[src/sv/heightmap_smooth_normals_unit_macros.svh]
// Assertion macros for the heightmap smoothing and normal unit.
// Included by RTL files that carry concurrent checks; clocked on clk, reset by arst_n.
`ifndef HEIGHTMAP_SMOOTH_NORMALS_UNIT_MACROS_SVH
`define HEIGHTMAP_SMOOTH_NORMALS_UNIT_MACROS_SVH
`ifndef NO_ASSERTIONS
`define HSN_ASSERT_IMP(label, ante, cons) \
	label: assert property (@(posedge clk) disable iff (!arst_n) (ante) |-> (cons)) \
	else $error("hsn check failed");
`define HSN_ASSERT_NXT(label, ante, cons) \
	label: assert property (@(posedge clk) disable iff (!arst_n) (ante) |=> (cons)) \
	else $error("hsn check failed");
`else
`define HSN_ASSERT_IMP(label, ante, cons)
`define HSN_ASSERT_NXT(label, ante, cons)
`endif
`endif

[src/sv/hsn_pkg.sv]
// Shared constants, types and helpers of the heightmap smoothing and normal unit.
// No dependencies; used by every module of the block.
package hsn_pkg;

	localparam int MAX_SIDE   = 512;
	localparam int FRAC_BITS  = 12;
	localparam int SIDE_W     = $clog2(MAX_SIDE + 1);
	localparam int COORD_W    = $clog2(MAX_SIDE);
	localparam int RAW_W      = 8;
	localparam int SH_W       = RAW_W + FRAC_BITS;
	localparam int SUM3_W     = SH_W + 2;
	localparam int DZ_W       = SH_W + 1;
	localparam int SQ_W       = 2 * SH_W;
	localparam int NSUM_W     = SQ_W + 2;
	localparam int NORM_W     = 16;
	localparam int NZ_W       = 15;
	localparam int QBITS      = 15;
	localparam int QUOT_W     = 2 * QBITS + 1;
	localparam int ROOT_W     = QBITS + 1;
	localparam int SIDE_RESET = 257;
	localparam int SIDE_MIN   = 2;

	typedef logic [1:0] m3_t;

	// One queued item: the raw sample and whether it carries a sample at all.
	typedef struct packed {
		logic [RAW_W-1:0] height;
		logic             is_sample;
	} item_t;

	typedef struct packed {
		logic                   start;
		logic signed [DZ_W-1:0] dzx;
		logic signed [DZ_W-1:0] dzy;
	} norm_req_t;

	typedef struct packed {
		logic                     done;
		logic signed [NORM_W-1:0] nx;
		logic signed [NORM_W-1:0] ny;
		logic [NZ_W-1:0]          nz;
	} norm_rsp_t;

	function automatic m3_t m3_inc(input m3_t v);
		return (v == 2'd2) ? 2'd0 : m3_t'(v + 2'd1);
	endfunction

	function automatic m3_t m3_dec(input m3_t v);
		return (v == 2'd0) ? 2'd2 : m3_t'(v - 2'd1);
	endfunction

endpackage

[src/sv/hsn_front.sv]
// Input side: takes transfers, classifies them and holds them in a two-entry queue.
// Depends on hsn_pkg for the queued item type.
module hsn_front (
	input  logic               clk,
	input  logic               arst_n,
	input  logic               in_valid,
	output logic               in_ready,
	input  logic [7:0]         height,
	input  logic               padding,
	input  logic               pop,
	output logic               item_valid,
	output hsn_pkg::item_t     item
);

	hsn_pkg::item_t fifo_q [2];
	logic           wr_ptr_q;
	logic           rd_ptr_q;
	logic [1:0]     count_q;
	logic           push;
	logic           take;

	assign in_ready   = (count_q != 2'd2);
	assign push       = in_valid && in_ready;
	assign item_valid = (count_q != 2'd0);
	assign take       = pop && item_valid;
	assign item       = fifo_q[rd_ptr_q];

	// Queue storage; a padding transfer is marked as carrying no sample.
	always_ff @(posedge clk) begin
		if (push) begin
			fifo_q[wr_ptr_q].height    <= height;
			fifo_q[wr_ptr_q].is_sample <= !padding;
		end
	end

	// Queue pointers and fill level.
	always_ff @(posedge clk or negedge arst_n) begin
		if (!arst_n) begin
			wr_ptr_q <= 1'b0;
			rd_ptr_q <= 1'b0;
			count_q  <= 2'd0;
		end else begin
			if (push) wr_ptr_q <= !wr_ptr_q;
			if (take) rd_ptr_q <= !rd_ptr_q;
			if (push && !take) count_q <= count_q + 2'd1;
			else if (take && !push) count_q <= count_q - 2'd1;
		end
	end

endmodule

[config.mk]
export PLATFORM = sky130hd
export DESIGN_NAME = hsn_front
export DESIGN_NICKNAME = d
export VERILOG_FILES = /design/src/sv/heightmap_smooth_normals_unit_macros.svh /design/src/sv/hsn_pkg.sv /design/src/sv/hsn_front.sv
export SDC_FILE = /design/constraint.sdc
export NUM_CORES = 1
export LEC_CHECK = 0
export BUFFER_PORTS_ARGS = -buffer_cell sky130_fd_sc_hd__buf_4
export CAP_MARGIN = 20
export CORE_MARGIN = 8
export CORE_UTILIZATION = 45
export CTS_CLUSTER_DIAMETER = 150
export DETAILED_ROUTE_END_ITERATION = 16
export PLACE_DENSITY = 0.7
export RECOVER_POWER = 25
export SETUP_SLACK_MARGIN = 0.05
export SLEW_MARGIN = 20
export SYNTH_ARGS = -nofsm -noshare
export SYNTH_HDL_FRONTEND = slang
export SYNTH_SLANG_ARGS = --single-unit
[constraint.sdc]
create_clock -name clk -period 2.5 [get_ports clk]
set_input_delay 0.5 -clock clk [delete_from_list [all_inputs] [get_ports clk]]
set_output_delay 0.5 -clock clk [all_outputs]
set_load 0.1 [all_outputs]
---- Word level (Yosys, flattened, before mapping) ----
Memory sizes are Yosys's and may differ from the RTL's.
Cells that the tools add are included.
W data, S select, Z words.
word-level totals
  word-level logic and storage cells ...... 22
  memories kept ........................... 1
  output and inout port bits .............. 11
  input bits .............................. 13
  register bits after elaboration ......... 4
  RAM bits ................................ 18
cells by class
  muxes and demuxes ....................... 4
  reduce and logical (&&, ||, !) cells .... 11
  add/subtract/negate cells ............... 2
  eq/ne operators ......................... 1
memory list
  memory  words  bits a word  rd ports  clocked after Yosys merged registers in  write ports  line             text
  fifo_q  2      9            1         0                                        1            hsn_front.sv:15  hsn_pkg::item_t fifo_q [2];
operators by type and width
  operator               count
  $logic_not A1 Y1       5
  $logic_and A1 B1 Y1    4
  $mux W2                2
  $reduce_bool A2 Y1     2
  $add A2 B1 Y2 const B  1
  $mux W1                2
  $ne A2 B2 Y1 const B   1
  $sub A2 B1 Y2 const B  1

---- Longest topological paths before layout ----
Gate-level depths: netlist (run 1).
  depth in word-level cells ............... 6
  mapped depth ............................ 7

---- Least setup slack after synthesis (run 1) ----
Ideal clock, no wire load.
  kind .................................... reg-to-reg
  start ................................... register count_q[0]
  end ..................................... memory fifo_q[0][0] (netlist bit) (enable)
  slack ................................... 818 ps
  required time ........................... 2,126 ps
  cell stages (with the launch flop) ...... 4
  arrival time ............................ 1,308 ps
  buffers on the path ..................... 0
  path through ............................ dfrtp_1 > nand2b_4 > nand2_1 > nor2_1
between the ends
  cells in the longest elaborated chain, start to end .. 4
ends and longest elaborated chain
  what                           line             text
  start: declaration             hsn_front.sv:18  logic [1:0] count_q;
  start signal: assignment       hsn_front.sv:45  if (push && !take) count_q <= count_q + 2'd1;
  start signal: assignment       hsn_front.sv:46  else if (take && !push) count_q <= count_q - 2'd1;
  $ne A2 B2 Y1                   hsn_front.sv:22  assign in_ready = (count_q != 2'd2);
  named net in_ready             hsn_front.sv:7   output logic in_ready,
  $logic_and A1 B1 Y1            hsn_front.sv:23  assign push = in_valid && in_ready;
  $mux W1                        hsn_front.sv:30  if (push) begin
  $mux W1 (implied by the code)  hsn_front.sv:32  fifo_q[wr_ptr_q].is_sample <= !padding;
  end: declaration               hsn_front.sv:15
The timed path passes the listed nets, and every way through them passes these cells.

==> results of run 1 <==
[logic make-up (layout without fill, tap and decap cells)]
family | after synthesis | count (layout) | share of synthesized area
XOR/XNOR | 5 | 5 | 0.0507
adder cells (fa/ha/maj) | 1 | 1 | 0.0145
buffers and inverters | 3 | 30 | 0.0174
flip-flops | 22 | 22 | 0.741
multiplexers | 9 | 9 | 0.117
AND/OR/NAND/NOR | 7 | 7 | 0.0593
[synth_stat cells (all sizes together)]
cell	n	area share
mux2	9	0.12
edfxtp	18	0.63
nand2	2	0.017
xnor2	3	0.030
dfrtp	4	0.12
buf	1	0.0087
xor2	2	0.020
and3	1	0.0072
or2	1	0.010
ha	1	0.014
nor2	2	0.0087
nand2b	1	0.016
inv	2	0.0087
[worst max-delay path by stage]
stage                    to  slack [ns]  depth (start not counted)
2_1_floorplan  fifo_q[0][0]        0.82                          3
3_3_place_gp        item[1]        0.79                          2
3_5_place_dp        item[1]        0.76                          2
4_1_cts             item[4]        0.41                          2
5_1_grt             item[1]        0.36                          2
6_report            item[4]        0.44                          2
[metrics by stage]
step,instance area [µm²],util
floorplan,865,-
global placement,1060,0.565
detailed placement,1060,0.565
CTS,1110,0.590
global route,1110,0.590
finish,1110,0.590
[flip-flops by register name, summed over array words and instances (netlist names)]
name / flops
rd_ptr_q: 1
wr_ptr_q: 1
count_q: 2
fifo_q: 18
[area by class of cell]
type,instances,area (µm²)
clock buffer,4,36.3
fill,172,772
inverter,2,7.51
multi-input combinational,22,209
sequential,22,641
tap,27,33.8
timing repair buffer,24,183
[per-layer routing]
metal  track usage  up-vias
met5             0        -
met4        0.0408        0
met3        0.0452        2
met2         0.125       18
met1        0.0929      228
li1              -      222
[what timing repair did]
action / CTS / global route
hold buffers: 1 / 0
setup endpoints to repair: 0 / 0
endpoints found under the hold margin: 4 / 0
[critical path, stage by stage (launching register included)]
cell and delay, ns:
dfrtp_1 0.64, mux2_2 0.39, buf_4 0.23
==> qor.csv, run 1 <==
metric,value,unit
whs_endpoint,fifo_q[0][4],
post-route-period-util,0.826,
die_area,3580,µm²
post_cts_buffers,0,
cp_data_arrival_time,1.56,ns
wl,1.36,mm
drive_gt1_frac,0.527,
worstMarginPinSlew,0.750,ns
crit_required,2.00,ns
yosys_warnings,0,
synth_nets,61,
grt-ovfl-total,0,
layout_commonest_cell,edfxtp_1,
crit_path_start,rd_ptr_q,
first_global_vias,505,
num_antenna_cells,0,
rows,16,
worstHoldStart,height[3],
r2r_slack,0.84,ns
syn_to_final_growth,28.4,%
io_pins,24,
finalSetupTns,0,ns
route.detailed.drc,0,
cts-resized-gates,0,
met3_length,151,µm
drtPass1Iterations,4,
cp-end-kind,output pin,
fin_ws,0.436,ns
drt_iter0_markers,4,
die-width,59.8,µm
status,completed,
io_buffers,23,
ys_seq_area_frac,0.741,
wl_per_cell,13.5,µm
r2r_cells,3,
nets,89,
cts-root-buf,clkbuf_4,
yosysUniqueCellTypes,14,
wl_met1,528,µm
clock_path_buffers,2,
h-tree-depth,1,
avgSynthCellArea,18.4,µm²
timing.rr.start,count_q[0],
drv_cap,0,
hp-class,in -> reg,
regToRegEndpoint,fifo_q[0][6],
hold_depth,1,
drtAntennaViolNets,0,
period_minus_slack,2.06,ns
grt_util_all_layers,0.0830,
numCtsBuffers,3,
crit_type,reg -> out,
vias,470,
grt_pass1_wl,2.17,mm
dr_wl_met2,661,µm
die_h,59.8,µm
via_per_inst,4.65,
layout.cells.non_filler,101,
grt_max_degree,13,
fin_hold_ws,0.381,ns
fmax,0.484,GHz
slew_violations,0,
syn-cell-area,865,µm²
relSlewSlack,0.498,
crit_fanout,10,
pre_cts_ws,0.759,ns
final_cell_mix,"edfxtp_1 (18), buf_4 (16), clkbuf_4 (10)",
fin_worst_skew,0.00110,ns
gp_congestion,0.630,
place_hpwl,1.05,mm
antenna_found_initial,0,
setup_viol,0,
core_area,1880,µm²
clk_pin_slew_worst_paths,0.11,ns
clock_sinks,22,
clk_latency,0.30,ns
initial_core_util,0.459,
hold_violations,0,
highest_layer,met4,
crit_path_start_kind,register,
cts_tree,built,
grt_setup_unrepaired,no,
netlist_instances,47,
dp.cells,96,
synth-seq-cells,22,
Power of run 1 is not shown: default switching activity piles up to over one toggle a cycle in this logic, so the estimate is an artifact.
==> inputs of run 2 (changes only) <==
==> constraint.sdc (replaced) <==
create_clock -name clk -period 2 [get_ports clk]
set_input_delay 0.4 -clock clk [delete_from_list [all_inputs] [get_ports clk]]
set_output_delay 0.4 -clock clk [all_outputs]
set_load 0.1 [all_outputs]
==> run 2 against run 1 <==
  * Sequential share of layout area is 0.97 points lower
  * Largest cell class unchanged
  * Final cell count is 0.99% higher
  * Design area is 1.9% higher
  * Highest routed layer unchanged
==> qor.csv, run 2 (same netlist as run 1, synthesis figures left out) <==
metric,value,unit
via_per_inst,4.55,
final_cell_mix,"edfxtp_1 (18), buf_4 (17), mux2_2 (9), clkbuf_4 (9)",
timing.rr.start,count_q[0],
io_pins,24,
cts_tree,built,
finalSetupTns,0,ns
crit_fanout,10,
pre_cts_ws,0.352,ns
grt_setup_unrepaired,no,
core_area,1880,µm²
fin_ws,0.166,ns
cp-end-kind,output pin,
grt_max_degree,14,
num_antenna_cells,0,
clk_latency,0.30,ns
route.detailed.drc,0,
syn_to_final_growth,30.8,%
drt_iter0_markers,7,
relSlewSlack,0.699,
drive_gt1_frac,0.533,
wl_per_cell,13.7,µm
setup_viol,0,
die_h,59.8,µm
place_hpwl,1.04,mm
crit_path_start,rd_ptr_q,
worstHoldStart,height[1],
drtAntennaViolNets,0,
crit_required,1.60,ns
drv_cap,0,
cp_data_arrival_time,1.43,ns
grt-ovfl-total,0,
vias,464,
post_cts_buffers,0,
rows,16,
fin_worst_skew,0.00660,ns
period_minus_slack,1.83,ns
nets,90,
grt_pass1_wl,2.17,mm
worstMarginPinSlew,0.452,ns
initial_core_util,0.459,
hp-class,in -> reg,
crit_type,reg -> out,
wl,1.40,mm
gp_congestion,0.627,
drtPass1Iterations,2,
h-tree-depth,1,
post-route-period-util,0.917,
largest-register,fifo_q,
largest_reg_flops,18,
clock_path_buffers,2,
first_global_vias,511,
crit_path_start_kind,register,
slew_violations,0,
cts-root-buf,clkbuf_4,
antenna_found_initial,0,
clock_sinks,22,
die_area,3580,µm²
fmax,0.545,GHz
grt_util_all_layers,0.0843,
hold_violations,0,
die-width,59.8,µm
io_buffers,23,
reg_top3,"fifo_q x18, count_q x2",
layout_commonest_cell,edfxtp_1,
clk_pin_slew_worst_paths,0.12,ns
status,completed,
numCtsBuffers,3,
fin_hold_ws,0.280,ns
-- run 2: final timing paths --
| kind | slack (ns) | end | cells after the start |
|---|---|---|---|
| max | 0.17 | item[4] | 2 |
| min | 0.28 | fifo_q[1][2] | 1 |
| max reg2reg | 0.54 | count_q[1] | 6 |
| min reg2reg | 0.51 | wr_ptr_q | 1 |
| max in group asynchronous | 1.47 | rd_ptr_q | 2 |
| min in group asynchronous | 0.42 | wr_ptr_q | 2 |
-- run 2: timing repair --
action	in CTS	in global routing
hold endpoints to repair	4	0
hold buffers	1	0
setup endpoints to repair	9	0
resized for setup	1	0
-- run 2: metrics by stage --
step,area (µm²),utilization,std cells
after floorplan,865,-,47
after global placement,1070,0.569,97
after detailed placement,1070,0.569,97
after CTS,1130,0.603,102
after global routing,1130,0.601,102
final,1130,0.601,102
-- run 2: metal layers --
metal / vias up / routed length (µm) / GRT usage
met5: - / 0 / 0
met4: 0 / 10 / 0.0510
met3: 2 / 139 / 0.0430
met2: 18 / 707 / 0.142
met1: 220 / 540 / 0.0799
li1: 224 / - / -
-- run 2: layout make-up --
type / instances / area, µm²
Fill cell: 169 / 751
Sequential cell: 22 / 642
Multi-Input combinational cell: 22 / 209
Timing Repair Buffer: 25 / 186
Tap cell: 27 / 33.8
Clock inverter: 1 / 30.0
Clock buffer: 3 / 22.5
Inverter: 2 / 7.51
-- run 2: critical path: stages, from the launching register on --
cell     delay [ns]
dfrtp_2        0.53
mux2_2         0.37
buf_4          0.23
Power of run 2 is left out for the same reason.
